[src/hw/rtl/assert_macros.svh]
// Assertion macros shared by the translator RTL.
`ifndef ASSERT_MACROS_SVH
`define ASSERT_MACROS_SVH

// Plain property checked on every rising clock edge outside reset.
`define SAT_ASSERT(lbl, ck, rn, prop, msg) \
    lbl: assert property (@(posedge ck) disable iff (!rn) (prop)) else $error(msg);

// Same-cycle implication.
`define SAT_ASSERT_IMPL(lbl, ck, rn, ante, cons, msg) \
    lbl: assert property (@(posedge ck) disable iff (!rn) (ante) |-> (cons)) else $error(msg);

// Next-cycle implication.
`define SAT_ASSERT_NEXT(lbl, ck, rn, ante, cons, msg) \
    lbl: assert property (@(posedge ck) disable iff (!rn) (ante) |=> (cons)) else $error(msg);

`endif

[src/hw/rtl/sat_pkg.sv]
// Package with types and constants of the section address translator.
`timescale 1ns / 1ps

package sat_pkg;

    localparam int SAT_MAX_SECTIONS = 16;

    // Request command codes.
    localparam logic [1:0] CMD_WRITE = 2'd0;
    localparam logic [1:0] CMD_V2F   = 2'd1;
    localparam logic [1:0] CMD_F2V   = 2'd2;

    typedef struct packed {
        logic [1:0]  cmd;
        logic [3:0]  entry_index;
        logic [31:0] region_virtual_base;
        logic [31:0] region_virtual_size;
        logic [31:0] region_file_offset;
        logic [31:0] region_raw_size;
        logic [31:0] query_address;
    } sat_req_t;

    typedef struct packed {
        logic [31:0] translated_address;
        logic        hit;
        logic [3:0]  matched_entry;
    } sat_rsp_t;

    typedef struct packed {
        logic [31:0] virtual_base;
        logic [31:0] virtual_size;
        logic [31:0] file_offset;
        logic [31:0] raw_size;
    } sat_entry_t;

    typedef enum logic [1:0] {
        ST_IDLE,
        ST_WALK,
        ST_FINISH
    } sat_state_t;

    // Commands from the controller to the datapath.
    typedef struct packed {
        logic accept;
        logic start_walk;
        logic step;
        logic load_rsp;
    } sat_cmd_t;

    // Status from the datapath to the controller.
    typedef struct packed {
        logic translate;
        logic count_zero;
        logic hit;
        logic last;
        logic rsp_free;
    } sat_status_t;

endpackage

[src/hw/rtl/section_address_translator.sv]
// Top level of the section address translator.
//
// Requests arrive on req with req_valid; the block raises req_stall while it
// works on a translation. A request with cmd write loads one table entry in the
// cycle it is accepted and gives no result; cmd 3 is dropped likewise.
// A translate request walks the table one entry per cycle, from entry 0, up to
// min(section_count, MAX_SECTIONS) entries, and stops at the first region that
// holds the query address. With section_count zero no entry is read and the
// miss result goes straight to the finish state. The single-port table read
// with its registered data sets the walk rate. Results are held in an output
// register on rsp with rsp_valid; a stalled result stays put, and the block
// still accepts a new request meanwhile, holding the next finished result
// until the register is free. The user must write section_count through
// cfg_write_en and cfg_write_data only while idle; the block itself leaves this
// unchecked. Reset clears the state machine, the output valid and section_count;
// table entries hold no reset value and must be written before they are
// searched.
`timescale 1ns / 1ps

module section_address_translator #(
    parameter int MAX_SECTIONS = sat_pkg::SAT_MAX_SECTIONS
) (
    input  logic              clk,
    input  logic              rst_n,
    input  logic              req_valid,
    output logic              req_stall,
    input  sat_pkg::sat_req_t req,
    output logic              rsp_valid,
    input  logic              rsp_stall,
    output sat_pkg::sat_rsp_t rsp,
    input  logic              cfg_write_en,
    input  logic [4:0]        cfg_write_data
);
    import sat_pkg::*;

    sat_cmd_t    cmd;
    sat_status_t status;

    sat_ctrl u_ctrl (
        .clk       (clk),
        .rst_n     (rst_n),
        .req_valid (req_valid),
        .req_stall (req_stall),
        .status    (status),
        .cmd       (cmd)
    );

    sat_datapath #(
        .MAX_SECTIONS (MAX_SECTIONS)
    ) u_datapath (
        .clk            (clk),
        .rst_n          (rst_n),
        .req            (req),
        .cfg_write_en   (cfg_write_en),
        .cfg_write_data (cfg_write_data),
        .cmd            (cmd),
        .status         (status),
        .rsp_valid      (rsp_valid),
        .rsp_stall      (rsp_stall),
        .rsp            (rsp)
    );

endmodule

[src/hw/rtl/sat_ctrl.sv]
// Controller state machine of the section address translator.
`timescale 1ns / 1ps
`include "assert_macros.svh"

module sat_ctrl (
    input  logic                clk,
    input  logic                rst_n,
    input  logic                req_valid,
    output logic                req_stall,
    input  sat_pkg::sat_status_t status,
    output sat_pkg::sat_cmd_t    cmd
);
    import sat_pkg::*;

    sat_state_t state_reg;
    sat_state_t state_next;

    always_ff @(posedge clk or negedge rst_n)
    begin
        if (!rst_n)
        begin
            state_reg <= ST_IDLE;
        end
        else
        begin
            state_reg <= state_next;
        end
    end

    always_comb
    begin
        state_next = state_reg;
        cmd        = '0;
        req_stall  = (state_reg != ST_IDLE);
        case (state_reg)
            ST_IDLE:
            begin
                if (req_valid)
                begin
                    cmd.accept = 1'b1;
                    if (status.translate)
                    begin
                        // With no entries in use the miss result is ready at once.
                        if (status.count_zero)
                        begin
                            state_next = ST_FINISH;
                        end
                        else
                        begin
                            cmd.start_walk = 1'b1;
                            state_next     = ST_WALK;
                        end
                    end
                end
            end
            ST_WALK:
            begin
                cmd.step = 1'b1;
                if (status.hit || status.last)
                begin
                    state_next = ST_FINISH;
                end
            end
            ST_FINISH:
            begin
                if (status.rsp_free)
                begin
                    cmd.load_rsp = 1'b1;
                    state_next   = ST_IDLE;
                end
            end
            default:
            begin
                state_next = ST_IDLE;
            end
        endcase
    end

    `SAT_ASSERT_IMPL(a_load_needs_free, clk, rst_n, cmd.load_rsp, status.rsp_free, "result loaded while output busy")
    `SAT_ASSERT_NEXT(a_hit_finishes, clk, rst_n, state_reg == ST_WALK && status.hit, state_reg == ST_FINISH, "hit did not end the walk")
    `SAT_ASSERT_NEXT(a_zero_count_miss, clk, rst_n, cmd.accept && status.translate && status.count_zero, state_reg == ST_FINISH, "empty table did not finish at once")

endmodule

[src/hw/rtl/sat_datapath.sv]
// Datapath of the section address translator: region table, walk counter, result register.
`timescale 1ns / 1ps
`include "assert_macros.svh"

module sat_datapath #(
    parameter int MAX_SECTIONS = sat_pkg::SAT_MAX_SECTIONS
) (
    input  logic                 clk,
    input  logic                 rst_n,
    input  sat_pkg::sat_req_t    req,
    input  logic                 cfg_write_en,
    input  logic [4:0]           cfg_write_data,
    input  sat_pkg::sat_cmd_t    cmd,
    output sat_pkg::sat_status_t status,
    output logic                 rsp_valid,
    input  logic                 rsp_stall,
    output sat_pkg::sat_rsp_t    rsp
);
    import sat_pkg::*;

    localparam int IDX_W = (MAX_SECTIONS > 1) ? $clog2(MAX_SECTIONS) : 1;
    localparam int CNT_W = $clog2(MAX_SECTIONS + 1);

    sat_entry_t        table_mem [MAX_SECTIONS];
    sat_entry_t        entry_rd_reg;
    logic [IDX_W-1:0]  rd_idx_reg;
    logic [CNT_W-1:0]  cnt_reg;
    logic [CNT_W-1:0]  cnt_next;
    logic [4:0]        section_count_reg;
    logic [1:0]        op_reg;
    logic [31:0]       addr_reg;
    logic [31:0]       result_reg;
    logic              hit_reg;
    logic [3:0]        match_reg;
    logic              rsp_valid_reg;
    sat_rsp_t          rsp_reg;

    logic [CNT_W-1:0]  limit;
    logic              rd_en;
    logic [IDX_W-1:0]  rd_addr;
    logic              wr_en;
    logic [31:0]       this_base;
    logic [31:0]       this_size;
    logic [31:0]       other_base;
    logic [32:0]       region_end;
    logic              match;
    logic [31:0]       rebased;

    // A count above the table depth searches the whole table.
    always_comb
    begin
        if (32'(section_count_reg) > 32'(MAX_SECTIONS))
        begin
            limit = CNT_W'(MAX_SECTIONS);
        end
        else
        begin
            limit = CNT_W'(section_count_reg);
        end
    end

    always_ff @(posedge clk or negedge rst_n)
    begin
        if (!rst_n)
        begin
            section_count_reg <= 5'd0;
        end
        else if (cfg_write_en)
        begin
            section_count_reg <= cfg_write_data;
        end
    end

    // Writes to entries beyond the table are dropped.
    assign wr_en = cmd.accept && (req.cmd == CMD_WRITE)
                   && (32'(req.entry_index) < 32'(MAX_SECTIONS));

    always_ff @(posedge clk)
    begin
        if (wr_en)
        begin
            table_mem[IDX_W'(req.entry_index)] <= '{
                virtual_base: req.region_virtual_base,
                virtual_size: req.region_virtual_size,
                file_offset:  req.region_file_offset,
                raw_size:     req.region_raw_size
            };
        end
    end

    assign rd_en   = cmd.start_walk || (cmd.step && !status.last && !match);
    assign rd_addr = cmd.start_walk ? '0 : cnt_reg[IDX_W-1:0];

    always_ff @(posedge clk)
    begin
        if (rd_en)
        begin
            entry_rd_reg <= table_mem[rd_addr];
            rd_idx_reg   <= rd_addr;
        end
    end

    always_comb
    begin
        cnt_next = cnt_reg;
        if (cmd.start_walk)
        begin
            cnt_next = CNT_W'(1);
        end
        else if (cmd.step && !status.last)
        begin
            cnt_next = cnt_reg + CNT_W'(1);
        end
    end

    always_ff @(posedge clk or negedge rst_n)
    begin
        if (!rst_n)
        begin
            cnt_reg <= '0;
        end
        else
        begin
            cnt_reg <= cnt_next;
        end
    end

    // Region test and rebase on the entry read in the previous cycle.
    always_comb
    begin
        if (op_reg == CMD_V2F)
        begin
            this_base  = entry_rd_reg.virtual_base;
            this_size  = entry_rd_reg.virtual_size;
            other_base = entry_rd_reg.file_offset;
        end
        else
        begin
            this_base  = entry_rd_reg.file_offset;
            this_size  = entry_rd_reg.raw_size;
            other_base = entry_rd_reg.virtual_base;
        end
        region_end = {1'b0, this_base} + {1'b0, this_size};
        match      = (addr_reg >= this_base) && ({1'b0, addr_reg} < region_end);
        rebased    = other_base + (addr_reg - this_base);
    end

    always_ff @(posedge clk)
    begin
        if (cmd.accept)
        begin
            op_reg     <= req.cmd;
            addr_reg   <= req.query_address;
            result_reg <= req.query_address;
            hit_reg    <= 1'b0;
            match_reg  <= 4'd0;
        end
        else if (cmd.step && match)
        begin
            result_reg <= rebased;
            hit_reg    <= 1'b1;
            match_reg  <= 4'(rd_idx_reg);
        end
    end

    always_ff @(posedge clk or negedge rst_n)
    begin
        if (!rst_n)
        begin
            rsp_valid_reg <= 1'b0;
        end
        else if (cmd.load_rsp)
        begin
            rsp_valid_reg <= 1'b1;
        end
        else if (!rsp_stall)
        begin
            rsp_valid_reg <= 1'b0;
        end
    end

    always_ff @(posedge clk)
    begin
        if (cmd.load_rsp)
        begin
            rsp_reg <= '{translated_address: result_reg, hit: hit_reg, matched_entry: match_reg};
        end
    end

    assign status.translate  = (req.cmd == CMD_V2F) || (req.cmd == CMD_F2V);
    assign status.count_zero = (section_count_reg == 5'd0);
    assign status.hit        = match;
    assign status.last       = (cnt_reg == limit);
    assign status.rsp_free   = !rsp_valid_reg || !rsp_stall;

    assign rsp_valid = rsp_valid_reg;
    assign rsp       = rsp_reg;

    `SAT_ASSERT_NEXT(a_load_sets_valid, clk, rst_n, cmd.load_rsp, rsp_valid_reg, "loaded result not valid")
    `SAT_ASSERT_IMPL(a_walk_in_range, clk, rst_n, cmd.step, cnt_reg <= limit && cnt_reg != '0, "walk counter out of range")
    `SAT_ASSERT_NEXT(a_read_follows_cnt, clk, rst_n, cmd.step && !status.last && !match, rd_idx_reg == $past(cnt_reg[IDX_W-1:0]), "walk read wrong entry")

endmodule
[config.mk]
export PLATFORM = sky130hd
export DESIGN_NAME = section_address_translator
export DESIGN_NICKNAME = d
export VERILOG_FILES = /design/src/hw/rtl/sat_pkg.sv /design/src/hw/rtl/section_address_translator.sv /design/src/hw/rtl/sat_ctrl.sv /design/src/hw/rtl/sat_datapath.sv
export VERILOG_INCLUDE_DIRS = /design/src /design/src/hw/rtl
export SDC_FILE = /design/constraint.sdc
export NUM_CORES = 2
export LEC_CHECK = 0
export ABC_AREA = 1
export BUFFER_PORTS_ARGS = -buffer_cell sky130_fd_sc_hd__buf_2
export CAP_MARGIN = 20
export CORE_UTILIZATION = 60
export DETAILED_ROUTE_END_ITERATION = 7
export HOLD_SLACK_MARGIN = 0.12
export PLACE_DENSITY_LB_ADDON = 0.3
export SYNTH_ARGS = -nofsm -noshare
export SYNTH_HDL_FRONTEND = slang
export SYNTH_SLANG_ARGS = --single-unit
[constraint.sdc]
create_clock -name clk -period 11.3 [get_ports clk]
set_input_delay 1.13 -clock clk [delete_from_list [all_inputs] [get_ports clk]]
set_output_delay 1.13 -clock clk [all_outputs]
set_load 0.01 [all_outputs]
* After elaboration in Yosys (flattened, before gate mapping)
Memories as Yosys holds them, arrays and structs flattened. A register that Yosys moved wholly into a read port is not among the register bits. Index checks and enable logic that the tools add are counted. Widths: inputs -> output; s select.
Storage, ports and cells: memories kept 1, RAM bits 2048, bits in registers 125, input port bits 176, word-level logic and storage cells 78, output and inout bits 39
Memories:
- u_datapath.table_mem | words 16, bits a word 128, rd ports 1, clocked after memory_dff 1, wr ports 1, line sat_datapath.sv:24 | sat_entry_t table_mem [MAX_SECTIONS];
Cells by class: mux-type cells 26, eq/ne operators 11, reductions and logical operators 20, add/subtract/negate cells 4, magnitude comparators 3
Operators with widths (number):
- $mux 32 | 5
- $add 32x32->33 | 1
- $lt 32x33->1 | 1
- $add 32x32->32 | 1
- $ge 32x32->1 | 1
- $sub 32x32->32 | 1
- $mux 5 | 3
- $mux 2 | 7
- $mux 1 | 9
- $eq 2x1->1 const B | 3
- $ne 2x2->1 const B | 3
- $pmux 2 s3 | 1
- $reduce_bool 2->1 | 3
- $add 5x1->5 const B | 1
- $eq 5x5->1 | 1
- $gt 5x5->1 const B | 1
- $logic_and 1x1->1 | 5
- $logic_not 5->1 | 1
- $eq 2x2->1 const B | 2
- $logic_not 1->1 | 4
- $logic_not 2->1 | 2
- $logic_or 1x1->1 | 4
- $mux 4 | 1
- $ne 2x1->1 const B | 2
- $reduce_and 4->1 | 1

* Depth between registers and ports, before layout
depth in word-level cells 8, depth in mapped cells 38, depth with buffers taken out 36

* Hierarchy
Synthesis repeated with hierarchy kept, for this count alone.
Second synthesis, totals: cells, all modules 6937, area total of the unflattened synthesis 93646.1 um^2
By module, submodules not included:
- sat_datapath | seq. area each 68931.1 um^2, cells an instance 6914, area an instance 93504.7 um^2, instances 1
- sat_ctrl | seq. area each 50.0 um^2, cells an instance 23, area an instance 141.4 um^2, instances 1

* Worst setup path after synthesis
Ideal clock, no wire load.
kind register -> register, start reg u_datapath.op_reg[0], end reg, netlist name u_datapath.entry_rd_reg[0], stages on the path, launching flop included 33, required time 10.159 ns, setup slack 3.671 ns, path buffers 2, period minus slack after synthesis 7.629 ns, setup time 1.141 ns, arrival 6.488 ns, cells stage by stage edfxtp_1 > nand2_2 > clkbuf_1 > clkbuf_1 > mux2_2 > ha_1 > fa_1 > nand2_1 > nand2_1 > nand2_1 > nand2_1 > nand4_1 > nand2_2 > a21oi_1 > o21ai_1 > a21oi_1 > xor2_1 > ha_1 > a21oi_1 > o21a_1 > nor2_1 > nor2_1 > nand2_1 > nand2_1 > nand2_1 > nand2_1 > nand2_1 > nand2_1 > nand2_1 > nand2_2 > nand2_1 > nand2_1 > nand2_1
Between the ends: longest elaborated chain between the ends 8, elaborated cells between the ends (all ways) 10, classes of those cells 1 x add/sub; 2 x order compare; 1 x eq/ne; 2 x mux; 4 x reduce/logical
RTL lines:
- start, declared | line sat_datapath.sv:30 | logic [1:0] op_reg;
- start signal, assigned | line sat_datapath.sv:152 | op_reg <= req.cmd;
- $eq 2x1->1 * | line sat_datapath.sv:131 | if (op_reg == CMD_V2F)
- $mux 32 | line sat_datapath.sv:131
- $add 32x32->33 | line sat_datapath.sv:143 | region_end = {1'b0, this_base} + {1'b0, this_size};
- $lt 32x33->1 | line sat_datapath.sv:144 | match = (addr_reg >= this_base) && ({1'b0, addr_reg} < region_end);
- $logic_and 1x1->1 * | line sat_datapath.sv:144
- $logic_not 1->1 * | line sat_datapath.sv:91 | assign rd_en = cmd.start_walk || (cmd.step && !status.last && !match);
- $logic_and 1x1->1 * | line sat_datapath.sv:91
- $logic_or 1x1->1 * | line sat_datapath.sv:91
- named net u_datapath.rd_en | line sat_datapath.sv:39 | logic rd_en;
The timed path passes the listed nets; every way through them passes the cells marked *. A chain may end at the register's enable or synchronous reset.

* Worst setup path in the final report
start reg u_datapath.op_reg[1], end reg, netlist name u_datapath.entry_rd_reg[34]
Between the ends: longest elaborated chain between the ends 8, elaborated cells between the ends (all ways) 10, classes of those cells 1 x add/sub; 2 x order compare; 1 x eq/ne; 2 x mux; 4 x reduce/logical
RTL lines (line):
- $eq 2x1->1 * | sat_datapath.sv:131
- $mux 32 | sat_datapath.sv:131
- $add 32x32->33 | sat_datapath.sv:143
- $lt 32x33->1 | sat_datapath.sv:144
- $logic_and 1x1->1 * | sat_datapath.sv:144
- $logic_not 1->1 * | sat_datapath.sv:91
- $logic_and 1x1->1 * | sat_datapath.sv:91
- $logic_or 1x1->1 * | sat_datapath.sv:91
- named net u_datapath.rd_en | sat_datapath.sv:39
Marks and branches as above.

==> results.sh <==
export IMPL_fin_tns_setup_ns=0
export IMPL_clock_tree_buffer_depth=3
export IMPL_min_period_ns=7.20
export IMPL_avgSynthCellArea_um2=13.4
export IMPL_synth_area_leaders="edfxtp_1 (73%), o21ai_0 (5.9%), nor2_1 (4.5%)"
export IMPL_io_buffers=214
export IMPL_peakVddDrop_mv=0.214
export IMPL_fmax_ghz=0.139
export IMPL_clk_latency_ns=0.88
export IMPL_fillerInstances=10600
export IMPL_fin_crit_sh_pct=63.7
export IMPL_ioPinCount=215
export IMPL_postCtsSetupBuffers=0
export IMPL_ys_types=57
export IMPL_crit_required_ns=11.77
export IMPL_ant_nets=0
export IMPL_critPathBufInv=2
export IMPL_leakagePower_nw=34.2
export IMPL_yosys_register_bits=2301
export IMPL_cp_end_kind="flip-flop"
export IMPL_path_class="flip-flop to flip-flop"
export IMPL_final_common_cell="edfxtp_1"
export IMPL_worstMarginPinSlew_ns=1.09
export IMPL_drv_cap=0
export IMPL_yosysTopAreaCellShare_pct=73.1
export IMPL_vias=60800
export IMPL_finalWeightedCongestion=0.964
export IMPL_htreeDepth=4
export IMPL_cts_buffers=218
export IMPL_dpl_worst_slack_ns=4.17
export IMPL_synthCells=7001
export IMPL_die_h_um=397
export IMPL_layout_common_cells="edfxtp_1 (2283), nor2_1 (1112), o21ai_0 (1111)"
export IMPL_worst_slack_ns=4.10
export IMPL_grt_pass1_wl_mm=365
export IMPL_crit_slowest_cell="buf_4"
export IMPL_cts_sinks=2301
export IMPL_skew_ns=0.0386
export IMPL_crit_fanout=96
export IMPL_power_density_mw_per_mm2=276
export IMPL_fp_row_count=144
export IMPL_antenna_found_initial=51
export IMPL_cts_tree="yes"
export IMPL_core_mm2=0.155
export IMPL_die_w_um=397
export IMPL_arrival_ns=7.67
export IMPL_r2r_setup_slack_ns=4.10
export IMPL_wirelength_mm=251
export IMPL_drt_pass1_iter_count=8
export IMPL_yosysWarnings=0
export IMPL_ctsHoldBuffers=0
export IMPL_synth_top_cell_by_area="edfxtp_1"
export IMPL_overflow=0
export IMPL_grt_max_degree=244
export IMPL_relSlewSlack_pct=27.6
export IMPL_crit_path_max_incr_delay_ns=0.85
export IMPL_cts_root_buf="clkbuf_16"
export IMPL_largest_reg_flops=2048
export IMPL_drtIter0Drc=7800
export IMPL_instances_no_fill=9321
export IMPL_track_usage_pct=31.4
export IMPL_syn_area_mm2=0.0938
export IMPL_status="finished, final reports clean"
export IMPL_worstHoldPathType="input port to asynchronous set/reset pin"
export IMPL_clk_pin_slew_worst_paths_ns=0.06
export IMPL_cts_resized_gates=0
export IMPL_synth_seq_area_share_pct=73.5
export IMPL_final_hold_viol_count=0
export IMPL_finalSetupViolCount=0
export IMPL_layout_drive_gt1_share_pct=9.51
export IMPL_dieArea_mm2=0.158
export IMPL_timing_rr_start="u_datapath.op_reg[1]$_DFFE_PP_"
export IMPL_crit_family="simple AND/OR/NAND/NOR gates"
export IMPL_hpwl_mm=133
export IMPL_crit_path_start_kind="flip-flop"
export IMPL_viasPerCell=6.52
export IMPL_initial_core_util_pct=60.7
export IMPL_remaining_drc_errors=0
export IMPL_nets=7408
export IMPL_path_common_cell="nand2_1"
export IMPL_slew_viol_final=0
export IMPL_final_core_util_pct=67.0
export IMPL_wl_per_cell_um=26.9
export IMPL_grt_pass1_vias=57200
export IMPL_rsz0062_at_grt="no"
export IMPL_synth_fp_nets=7334
export IMPL_rr_endpoint="u_datapath.entry_rd_reg[34]$_DFFE_PP_"
export IMPL_area_growth_syn_to_layout_pct=10.4
export IMPL_place_inst=8898
export IMPL_worstRegToRegCells=32
==> logic make-up after synthesis <==
family                   count (synthesis)  share of synthesized area (%)
multiplexers                            32                          0.384
adder cells (fa/ha/maj)                157                           2.11
flip-flops                            2301                           73.5
buffers and inverters                  628                           2.80
AND/OR/NAND/NOR                       1830                           7.78
XOR/XNOR                                74                          0.691
AO/OA/AOI/OAI                         1979                           12.7
==> area by class of cell <==
type / count / area (µm²) / area share, %
Antenna cell: 29 / 72.6 / 0.0701
Clock buffer: 268 / 5750 / 5.55
Clock inverter: 125 / 1140 / 1.10
Inverter: 187 / 752 / 0.726
Multi-Input combinational cell: 4072 / 22400 / 21.6
Sequential cell: 2301 / 69000 / 66.6
Tap cell: 2044 / 2560 / 2.47
Timing Repair Buffer: 295 / 1930 / 1.86
==> how the worst max path moves through the flow <==
stage	endpoint	cells past startpoint	slack [ns]	from
after global placement	u_datapath.entry_rd_reg[34]$_DFFE_PP_	32	4.28	u_datapath.op_reg[1]$_DFFE_PP_
after detailed placement	u_datapath.entry_rd_reg[49]$_DFFE_PP_	32	4.17	u_datapath.op_reg[1]$_DFFE_PP_
after CTS	u_datapath.entry_rd_reg[34]$_DFFE_PP_	32	4.13	u_datapath.op_reg[1]$_DFFE_PP_
after floorplan	u_datapath.entry_rd_reg[0]$_DFFE_PP_	32	3.67	u_datapath.op_reg[0]$_DFFE_PP_
after global routing	u_datapath.entry_rd_reg[34]$_DFFE_PP_	32	3.50	u_datapath.op_reg[1]$_DFFE_PP_
final	u_datapath.entry_rd_reg[34]$_DFFE_PP_	32	4.10	u_datapath.op_reg[1]$_DFFE_PP_
==> through the flow <==
step | power [mW] | area, µm² | hold slack (ns)
floorplan | 17.9 | 93800 | 0.400
global placement | 21.2 | 96600 | 0.401
detailed placement | 21.4 | 96600 | 0.405
CTS | 28.4 | 103000 | 0.135
global route | 30.0 | 104000 | 0.190
finish | 28.6 | 104000 | 0.167
==> synthesized netlist by cell type, drive strengths merged <==
cell type     n
a211oi        2
a21boi        3
a21o          8
a21oi       131
a31o          1
a31oi         6
and2          1
buf         154
clkbuf      287
clkinv        3
dfrtp        13
dfxtp         5
edfxtp     2283
fa            2
ha          155
inv         184
mux2         32
nand2       472
nand3       177
nand3b        5
nand4        11
nor2       1129
nor3         15
nor4          7
o2111ai       1
o211a         1
o211ai      123
o21a         13
o21ai      1129
o21bai       37
o221a         2
o221ai      338
o22ai       183
o31ai         1
or2          13
xnor2        52
xor2         22
==> worst register-to-register path: cells and delay by family (launching register included) <==
family / cells / cell delay [ns]
and+or+nand+nor: 22 / 2.81
AOI/OAI and AO/OA: 5 / 1.67
buffers and inverters: 2 / 1.03
adders and majority gates: 2 / 0.65
DFF: 1 / 0.37
xor gates and xnor gates: 1 / 0.18
==> layer usage <==
layer	share of wire [%]	track usage, %	up-vias
met5	0.10	0	-
met4	3.5	12.7	38
met3	11	5.57	559
met2	47	49.0	3690
met1	39	44.3	29900
li1	-	-	26600
==> report_power, final <==
part           internal, mW  switching [mW]  leakage, nW
clock                  3.99            3.08         3.36
sequential             10.2           0.397         20.8
combinational          3.27            7.61         9.96
Note: power is estimated with default switching activity, not from simulation.
